**config.mk**
```make
export PLATFORM = sky130hd
export DESIGN_NAME = csc_stage
export DESIGN_NICKNAME = d
export VERILOG_FILES = /design/src/rtl/csc_pkg.sv /design/src/rtl/csc_stage.sv
export SDC_FILE = /design/constraint.sdc
export NUM_CORES = 1
export LEC_CHECK = 0
export CAP_MARGIN = 5
export CORE_MARGIN = 2
export CORE_UTILIZATION = 45
export CTS_CLUSTER_SIZE = 8
export DETAILED_ROUTE_END_ITERATION = 10
export DONT_BUFFER_PORTS = 1
export PLACE_DENSITY = 0.63
export SETUP_SLACK_MARGIN = 0.05
export SLEW_MARGIN = 5
export SYNTH_ARGS = -nofsm -noshare
export SYNTH_HDL_FRONTEND = slang
export SYNTH_SLANG_ARGS = --single-unit
```
**constraint.sdc**
```tcl
create_clock -name clock -period 17 [get_ports clock]
set_clock_uncertainty 0.05 [all_clocks]
set_input_delay 3.4 -clock clock [delete_from_list [all_inputs] [get_ports clock]]
set_output_delay 3.4 -clock clock [all_outputs]
set_load 0.05 [all_outputs]
```
**src/rtl/csc_pkg.sv**
```systemverilog
// shared types, constants and arctangent table for the cordic sine/cosine core
package csc_pkg;

   // field widths
   localparam int AngleW = 18;
   localparam int AccW   = 19;
   localparam int RotW   = 20;
   localparam int OutW   = 18;
   localparam int ShiftW = 4;
   localparam int AtanW  = 17;

   // rotation steps after the initial 45-degree step (at most 15, table has 16 entries)
   localparam int Iterations = 16;
   localparam int NumSteps   = Iterations - 1;

   // gain constant in q16
   localparam logic signed [RotW-1:0] GainQ16 = 20'sd39797;

   // saturation limits for the result fields
   localparam logic signed [RotW-1:0] SatMax = 20'sd131071;
   localparam logic signed [RotW-1:0] SatMin = -20'sd131072;

   // one item as it travels down the rotation pipeline
   typedef struct packed {
      logic signed [AngleW-1:0] angle;
      logic signed [AccW-1:0]   acc;
      logic signed [RotW-1:0]   cos_v;
      logic signed [RotW-1:0]   sin_v;
   } rot_type;

   // atan(2^-i) in q16
   function automatic logic [AtanW-1:0] atan_q16(input logic [ShiftW-1:0] idx);
      logic [AtanW-1:0] val;
      case (idx)
         4'd0:    val = 17'd51472;
         4'd1:    val = 17'd30386;
         4'd2:    val = 17'd16055;
         4'd3:    val = 17'd8150;
         4'd4:    val = 17'd4091;
         4'd5:    val = 17'd2047;
         4'd6:    val = 17'd1024;
         4'd7:    val = 17'd512;
         4'd8:    val = 17'd256;
         4'd9:    val = 17'd128;
         4'd10:   val = 17'd64;
         4'd11:   val = 17'd32;
         4'd12:   val = 17'd16;
         4'd13:   val = 17'd8;
         4'd14:   val = 17'd4;
         default: val = 17'd2;
      endcase
      return val;
   endfunction

endpackage

```
**src/rtl/csc_stage.sv**
```systemverilog
// one registered cordic rotation step with its own valid bit and ready
module csc_stage (
   input  logic                            clock,
   input  logic                            reset,
   input  logic [csc_pkg::ShiftW-1:0]      shift_idx,
   input  logic                            in_valid,
   output logic                            in_ready,
   input  csc_pkg::rot_type                in_data,
   output logic                            out_valid,
   input  logic                            out_ready,
   output csc_pkg::rot_type                out_data
);

   logic                            valid_ff;
   csc_pkg::rot_type                data_ff;
   csc_pkg::rot_type                data_in;

   logic signed [csc_pkg::AccW-1:0] angle_ext;
   logic signed [csc_pkg::AccW-1:0] acc_cur;
   logic signed [csc_pkg::AccW-1:0] atan_ext;
   logic signed [csc_pkg::RotW-1:0] cos_cur;
   logic signed [csc_pkg::RotW-1:0] sin_cur;
   logic signed [csc_pkg::RotW-1:0] cos_sh;
   logic signed [csc_pkg::RotW-1:0] sin_sh;
   logic                            rot_up;

   // stage moves when empty or when the next one takes its beat
   assign in_ready  = !valid_ff || out_ready;
   assign out_valid = valid_ff;
   assign out_data  = data_ff;

   // rotation direction and cross terms
   always_comb begin
      angle_ext = {in_data.angle[csc_pkg::AngleW-1], in_data.angle};
      acc_cur   = in_data.acc;
      cos_cur   = in_data.cos_v;
      sin_cur   = in_data.sin_v;
      atan_ext  = $signed({2'b00, csc_pkg::atan_q16(shift_idx)});
      cos_sh    = cos_cur >>> shift_idx;
      sin_sh    = sin_cur >>> shift_idx;
      rot_up    = acc_cur < angle_ext;

      data_in.angle = in_data.angle;
      if (rot_up) begin
         data_in.acc   = acc_cur + atan_ext;
         data_in.cos_v = cos_cur - sin_sh;
         data_in.sin_v = sin_cur + cos_sh;
      end else begin
         data_in.acc   = acc_cur - atan_ext;
         data_in.cos_v = cos_cur + sin_sh;
         data_in.sin_v = sin_cur - cos_sh;
      end
   end

   // valid bit and payload register
   always_ff @(posedge clock) begin
      if (reset) begin
         valid_ff <= 1'b0;
      end else if (in_ready) begin
         valid_ff <= in_valid;
      end
      if (in_valid && in_ready) begin
         data_ff <= data_in;
      end
   end

endmodule

```
==> results_dict.tcl, run 1 <==
set metrics [dict create \
    worstPathMaxFanout 46 \
    post_cts.repair.setup_buffers 0 \
    vias_in_the_first_global_route 6758 \
    clock_tree.htree_level_count 3 \
    cpMostUsedCell "sky130_fd_sc_hd__o21ai_0" \
    synth_enable_flop_cells 77 \
    min_path_type "reg -> reg" \
    final_max_slew_viol_count 0 \
    fin_tns_setup_ns 0 \
    postCtsHoldBufs 0 \
    cellPowerDensity_mw_per_mm2 121.1 \
    grt_overflow 0 \
    post-route-drc-count 0 \
    vias 7080 \
    clock-sinks 78 \
    cts.reportedPaths.clkPinSlew_ns 0.07 \
    rsz0062_at_grt "no" \
    clk_root_buffer_cell "sky130_fd_sc_hd__clkbuf_16" \
    grt_util_all_layers_pct 22.74 \
    worst_ep_arrival_time_ns 8.24 \
    timing.max_slew.rel_slack_pct 31.73 \
    crit_path_top_delay_cell "sky130_fd_sc_hd__a211oi_1" \
    drt-pass1-iter-count 5 \
    globalplace.congestion 0.9703 \
    netlist-cell-type-count 68 \
    avgSynthCellArea_um2 9.386 \
    max_cap_violations 0 \
    fp.dieH_um 143.5 \
    number_of_cell_rows 51 \
    worstSetupStartpoint "in_data[63]" \
    boundaryPins 164 \
    async_flop_share_pct 0 \
    worst_r2r_path_depth 2 \
    post_route_cells_drive_above_1_share_pct 8.525 \
    ys_ff_latch 78 \
    yosys_warnings 0 \
    postSynthNetCount 1105 \
    drt.antenna.violating_nets 0 \
    ff2ff_setup_slack_ns 14.61 \
    critical_path.max_stage_delay_ns 0.49 \
    cts_tree "built" \
    antenna_cells_inserted 0 \
    filler_cell_count 1872 \
    wl_um 23420 \
    setup_viol_count_final 0 \
    wl_per_cell_um 19.85 \
    port_buffers 0 \
    end_kind "register" \
    max-clock-path-buffers 2 \
    die_w_um 143.5 \
    netlist_instances 933 \
    worst_r2r_startpoint "out_valid$_SDFFE_PP0N_" \
    setup.worst_path.end "out_data[16]$_DFFE_PP_" \
    min_period_over_period_pct 48.10 \
    report.power.total_w 0.001118 \
    design.final.nets 1082 \
    viasPerCell 6.000 \
    timing.critical_path.cells "inv_1 -> ha_1 -> a21o_1 -> a211oi_1 -> o21ai_0 -> a21oi_1 -> mux2i_4 -> buf_4 -> inv_1 -> nand2_1 -> o21ai_0 -> fa_1 -> a21o_1 -> a21oi_1 -> nor2b_1 -> o21a_1 -> o41a_1 -> a211oi_1 -> nor2b_1 -> o21ai_0 -> xnor2_1" \
    coreArea_mm2 0.01927 \
    fmax_mhz 122.3 \
    utilization_pct 47.90 \
    hpwl_um 17650 \
    rr_endpoint "out_data[7]$_DFFE_PP_" \
    post-route-min-period_ns 8.176 \
    clkLatencyLatePin_ns 0.35 \
    tritoncts.num_buffers 9 \
    synth-main-ff-cell "sky130_fd_sc_hd__edfxtp_1" \
    fp.dieArea_mm2 0.02059 \
    run_status "finished, final reports clean" \
    post_synth_instance_area_mm2 0.008757 \
    maximum_number_of_pins_on_one_net_before_global_route_repair 78 \
    grt_pass1_wl_um 36450 \
    areaGrowthSynthToFinish_pct 5.415 \
    critPathRequiredTime_ns 17.06 \
    floorplan.initialDensity_pct 45.44 \
    p_leak_nw 3.745 \
    vdd_ir_drop_max_mv 0.05567 \
    crit_path_start_kind "primary input" \
    finalHoldViolCount 0 \
    drt_iter0_markers 523 \
    worst_slew_pin_slew_ns 1.024 \
    ctsResizeCount 0 \
    critPathKind "in -> reg" \
    grt_antenna_before_repair 0 \
    share_of_the_yosys_chip_area_belonging_to_registers_pct 26.63 \
]
state kept, by name, indices dropped and copies added, names as in the netlist:
register,count
out_valid,1
out_data,77
report_power, final:
part | leakage (nW) | switching (W) | internal, W
clock | 0.145 | 0.0000830 | 0.000122
sequential | 0.752 | 0.000179 | 0.000292
combinational | 2.85 | 0.000247 | 0.000195
worst min path at each step:
stage	start	to	slack [ns]	depth (start not counted)
2_1_floorplan	out_valid$_SDFFE_PP0N_	out_valid$_SDFFE_PP0N_	1.06	2
3_3_place_gp	out_valid$_SDFFE_PP0N_	out_valid$_SDFFE_PP0N_	1.10	2
3_5_place_dp	out_valid$_SDFFE_PP0N_	out_valid$_SDFFE_PP0N_	1.11	2
4_1_cts	out_valid$_SDFFE_PP0N_	out_valid$_SDFFE_PP0N_	1.13	2
5_1_grt	out_valid$_SDFFE_PP0N_	out_valid$_SDFFE_PP0N_	1.17	2
6_report	out_valid$_SDFFE_PP0N_	out_valid$_SDFFE_PP0N_	1.11	2
stage by stage:
step	hold slack (ns)	setup slack, ns	cell area [µm²]	instances
after detailed placement	1.113	8.496	8921	1164
after global routing	1.173	8.448	9231	1180
after global placement	1.099	8.551	8921	1164
after floorplan	1.064	9.132	8757	933
final	1.115	8.824	9231	1180
after CTS	1.126	8.848	9231	1180
cell families (layout without fill, tap and decap cells):
group,count (synthesis),in the layout,share of synthesized area [%]
compound gates,224,224,16.69
xor+xnor,99,99,9.901
fa+ha+maj,87,87,12.69
buf+inv,87,69,4.401
flops,78,78,26.63
mux,92,92,15.33
simple gates,266,266,14.36
layout by cell type, fill, tap and decap left out, types with 8 or more instances in the layout:
master | synthesis | layout
sky130_fd_sc_hd__a211oi_1 | 14 | 14
sky130_fd_sc_hd__a21o_1 | 25 | 25
sky130_fd_sc_hd__a21oi_1 | 65 | 65
sky130_fd_sc_hd__a31oi_1 | 18 | 18
sky130_fd_sc_hd__clkbuf_16 | 0 | 9
sky130_fd_sc_hd__edfxtp_1 | 77 | 77
sky130_fd_sc_hd__ha_1 | 84 | 84
sky130_fd_sc_hd__inv_1 | 48 | 48
sky130_fd_sc_hd__mux2i_1 | 50 | 50
sky130_fd_sc_hd__mux4_2 | 31 | 31
sky130_fd_sc_hd__nand2_1 | 73 | 73
sky130_fd_sc_hd__nand3_1 | 18 | 18
sky130_fd_sc_hd__nor2_1 | 86 | 86
sky130_fd_sc_hd__nor2b_1 | 15 | 15
sky130_fd_sc_hd__nor3_1 | 29 | 29
sky130_fd_sc_hd__o21a_1 | 8 | 8
sky130_fd_sc_hd__o21ai_0 | 39 | 39
sky130_fd_sc_hd__xnor2_1 | 66 | 66
sky130_fd_sc_hd__xor2_1 | 33 | 33
synthesized netlist by cell type (3+ instances only):
master	count	area share, %
sky130_fd_sc_hd__edfxtp_1	77	26
sky130_fd_sc_hd__a21o_1	25	2.1
sky130_fd_sc_hd__nor3_1	29	1.7
sky130_fd_sc_hd__and3_1	4	0.29
sky130_fd_sc_hd__a41oi_1	5	0.50
sky130_fd_sc_hd__nand3_1	18	1.0
sky130_fd_sc_hd__a21oi_1	65	3.7
sky130_fd_sc_hd__a31oi_1	18	1.3
sky130_fd_sc_hd__o21ai_0	39	2.2
sky130_fd_sc_hd__mux4_2	31	8.0
sky130_fd_sc_hd__nand2b_1	7	0.50
sky130_fd_sc_hd__or2_2	3	0.21
sky130_fd_sc_hd__fa_1	3	0.69
sky130_fd_sc_hd__buf_2	14	0.80
sky130_fd_sc_hd__xor2_1	33	3.3
sky130_fd_sc_hd__or3_1	7	0.50
sky130_fd_sc_hd__o21bai_1	7	0.60
sky130_fd_sc_hd__buf_1	3	0.13
sky130_fd_sc_hd__a211oi_1	14	1.2
sky130_fd_sc_hd__and2_1	7	0.50
sky130_fd_sc_hd__clkbuf_1	13	0.56
sky130_fd_sc_hd__a22o_1	5	0.50
sky130_fd_sc_hd__o31ai_1	3	0.26
sky130_fd_sc_hd__nand4_1	4	0.29
sky130_fd_sc_hd__o211ai_1	7	0.60
sky130_fd_sc_hd__a22oi_1	3	0.26
sky130_fd_sc_hd__nor2b_1	15	1.1
sky130_fd_sc_hd__nor4_1	3	0.21
sky130_fd_sc_hd__inv_1	48	2.1
sky130_fd_sc_hd__mux2i_1	50	5.7
sky130_fd_sc_hd__ha_1	84	12
sky130_fd_sc_hd__o311a_1	3	0.34
sky130_fd_sc_hd__nor2_1	86	3.7
sky130_fd_sc_hd__inv_2	3	0.13
sky130_fd_sc_hd__xnor2_1	66	6.6
sky130_fd_sc_hd__mux2_2	4	0.51
sky130_fd_sc_hd__buf_6	3	0.39
sky130_fd_sc_hd__o21a_1	8	0.69
sky130_fd_sc_hd__mux2i_2	5	0.79
sky130_fd_sc_hd__nand2_1	73	3.1
per-layer routing:
layer	global-route usage (%)	share of wire (%)	up-vias
met2	38.42	49	276
met4	6.244	1.8	0
met1	28.20	41	3357
li1	-	-	3421
met3	6.864	8.4	26
met5	0	0	-
critical path, delay by kind of cell:
kind | cells | cell delay, ns
AOI/OAI and AO/OA | 11 | 2.76
xor gates and xnor gates | 1 | 0.09
adders and majority gates | 2 | 0.75
buffers and inverters | 3 | 0.67
muxes | 1 | 0.26
and+or+nand+nor | 3 | 0.28
final cells by class:
class	instances	area (µm²)	area share (%)
Clock inverter	4	53.80	0.5828
Tap cell	265	331.6	3.592
Clock buffer	12	256.5	2.779
Inverter	51	191.4	2.074
Multi-Input combinational cell	768	6051	65.55
Timing Repair Buffer	2	15.01	0.1626
Sequential cell	78	2332	25.26
(Power assumes the default switching activity.)
==> inputs of run 2 (changes only) <==
- clock period: 17 -> 8.15 ns (I/O delays scaled with it)
==> run 2 against run 1 <==
  * Utilization is 0.084 points higher
  * Power up 110%
  * Critical path depth decreased by 1
  * Sequential share of layout area hardly changed
  * Flip-flop and latch count unchanged
  * Global-route usage hardly changed
  * Clock-buffer cell count shrank 1
  * Via count fell by 0.90%
  * Critical path type unchanged
  * Highest routed layer unchanged
  * Cell count did not move
  * Routed wire length shrank 0.12%
  * Worst setup slack worse by 6.9 ns
==> results_dict.tcl, run 2 (same netlist as run 1, synthesis figures left out) <==
set metrics [dict create \
    met3_usage_pct 5.631 \
    worstPathMaxFanout 34 \
    clkLatencyLatePin_ns 0.35 \
    clk_root_buffer_cell "sky130_fd_sc_hd__clkbuf_16" \
    tritoncts.num_buffers 9 \
    max_cap_violations 0 \
    timing.max_slew.rel_slack_pct 32.53 \
    critPathKind "in -> reg" \
    viasPerCell 5.946 \
    fp.dieH_um 143.5 \
    worst_path_dominant_cell_family "compound AO/OA/AOI/OAI gates" \
    mostFrequentLayoutCells "86 x sky130_fd_sc_hd__nor2_1, 84 x sky130_fd_sc_hd__ha_1, 77 x sky130_fd_sc_hd__edfxtp_1" \
    critical_path.max_stage_delay_ns 0.49 \
    met1_usage_pct 27.95 \
    coreArea_mm2 0.01927 \
    vias_in_the_first_global_route 6791 \
    vdd_ir_drop_max_mv 0.1095 \
    max-clock-path-buffers 2 \
    final_max_slew_viol_count 0 \
    most_heavily_used_metal_layer_in_global_routing "met2" \
    grt_overflow 0 \
    post-route-min-period_ns 6.253 \
    grt_pass1_wl_um 36410 \
    rr_endpoint "out_data[11]$_DFFE_PP_" \
    end_kind "register" \
    post_route_cells_drive_above_1_share_pct 8.525 \
    post_cts.repair.setup_buffers 0 \
    clock-sinks 78 \
    fmax_mhz 159.9 \
    fin_tns_setup_ns 0 \
    cts.reportedPaths.clkPinSlew_ns 0.07 \
    wl_per_cell_um 19.82 \
    ff2ff_setup_slack_ns 5.77 \
    report.power.total_w 0.002359 \
    port_buffers 0 \
    fp.dieArea_mm2 0.02059 \
    min_path_type "reg -> reg" \
    crit_path_start_kind "primary input" \
    multiInputGateArea_mm2 0.006051 \
    number_of_cell_rows 51 \
    postCtsHoldBufs 0 \
    clock_tree.htree_level_count 3 \
    drt-pass1-iter-count 5 \
    vias 7016 \
    met2_usage_pct 39.10 \
    design.final.nets 1082 \
    filler_cell_count 1820 \
    worst_r2r_startpoint "out_valid$_SDFFE_PP0N_" \
    largest_register_ffs 77 \
    cellPowerDensity_mw_per_mm2 255.1 \
    wl_um 23390 \
    path_buf_inv 2 \
    worstHoldStart "out_valid$_SDFFE_PP0N_" \
    globalplace.congestion 0.9180 \
    detailed_place.area_mm2 0.008921 \
    min_period_over_period_pct 76.73 \
    crit_path_top_delay_cell "sky130_fd_sc_hd__a2111oi_0" \
    rsz0062_at_grt "no" \
    worst_ep_arrival_time_ns 6.31 \
    finish.instance_area_mm2 0.009248 \
    setup_viol_count_final 0 \
    grt_util_all_layers_pct 22.78 \
    critPathRequiredTime_ns 8.21 \
    ctsResizeCount 0 \
    finalHoldViolCount 0 \
    timing.critical_path.cells "inv_1 -> ha_1 -> a21o_1 -> a211oi_1 -> o21ai_0 -> a21oi_1 -> mux2i_4 -> buf_4 -> nor2_1 -> xnor2_1 -> ha_1 -> a21o_1 -> a21oi_1 -> nor2b_1 -> o21a_1 -> o41a_1 -> a2111oi_0 -> o31ai_1 -> a21oi_1 -> xnor2_1" \
    floorplan.initialDensity_pct 45.44 \
    cts_tree "built" \
    seqCellArea_mm2 0.002332 \
    post-route-drc-count 0 \
    cpMostUsedCell "sky130_fd_sc_hd__a21oi_1" \
    grt_antenna_before_repair 0 \
    worst_r2r_path_depth 2 \
    hpwl_um 17790 \
    end_of_the_worst_hold_path "out_valid$_SDFFE_PP0N_" \
    areaGrowthSynthToFinish_pct 5.601 \
    worstHoldPathCells 2 \
    p_leak_nw 3.751 \
    worst_slew_pin_slew_ns 1.012 \
    antenna_cells_inserted 0 \
    die_w_um 143.5 \
    drt.antenna.violating_nets 0 \
    drt_iter0_markers 446 \
    run_status "finished, final reports clean" \
    layout.cells.most_common "sky130_fd_sc_hd__nor2_1" \
    maximum_number_of_pins_on_one_net_before_global_route_repair 78 \
    boundaryPins 164 \
]
==> run 2: cell count changes in the layout (fill, tap and decap cells not counted), sizes merged <==
cell | before | now
clkinv | 0 | 1
clkbuf | 12 | 11
inv | 52 | 51
bufinv | 1 | 2
==> run 2: worst max path at each step <==
| stage | slack (ns) | start | to | depth (start not counted) |
|---|---|---|---|---|
| after global routing | 1.52 | in_data[63] | out_data[18]$_DFFE_PP_ | 20 |
| final | 1.90 | in_data[63] | out_data[18]$_DFFE_PP_ | 20 |
| after global placement | 1.60 | in_data[63] | out_data[18]$_DFFE_PP_ | 20 |
| after detailed placement | 1.53 | in_data[63] | out_data[18]$_DFFE_PP_ | 20 |
| after floorplan | 2.05 | in_data[76] | out_data[58]$_DFFE_PP_ | 19 |
| after CTS | 1.86 | in_data[63] | out_data[18]$_DFFE_PP_ | 20 |
==> run 2: where the power goes <==
group | internal [W] | total [W] | switching (W)
Sequential | 0.000608 | 0.000982 | 0.000374
Clock | 0.000277 | 0.000450 | 0.000173
Combinational | 0.000407 | 0.000926 | 0.000519
Total | 0.00129 | 0.00236 | 0.00107
==> run 2: worst min-delay path: cells and delay by family (launching register included) <==
kind / cells / cell delay [ns]
and+or+nand+nor: 1 / 0.52
DFF: 1 / 0.47
AOI/OAI and AO/OA: 1 / 0.14
==> run 2: layout make-up <==
| class | count | area share [%] |
|---|---|---|
| sequential | 78 | 25.22 |
| timing repair buffer | 2 | 0.1624 |
| clock buffer | 11 | 2.625 |
| multi-input combinational | 768 | 65.43 |
| clock inverter | 5 | 0.9065 |
| inverter | 51 | 2.070 |
| tap | 265 | 3.585 |
==> run 2: routing by layer <==
metal,vias up,wire (µm)
li1,3413,-
met1,3338,9780
met5,-,0
met2,228,11430
met3,37,1557
met4,0,624
==> run 2: stage by stage <==
step           std cells  hold WS (ns)  util, %  setup WS (ns)
2_1_floorplan        933         1.064        -          2.052
3_3_place_gp        1164         1.101    46.29          1.604
3_5_place_dp        1164         1.121    46.29          1.533
4_1_cts             1180         1.129    47.99          1.856
5_1_grt             1180         1.168    47.99          1.522
6_report            1180         1.118    47.99          1.897
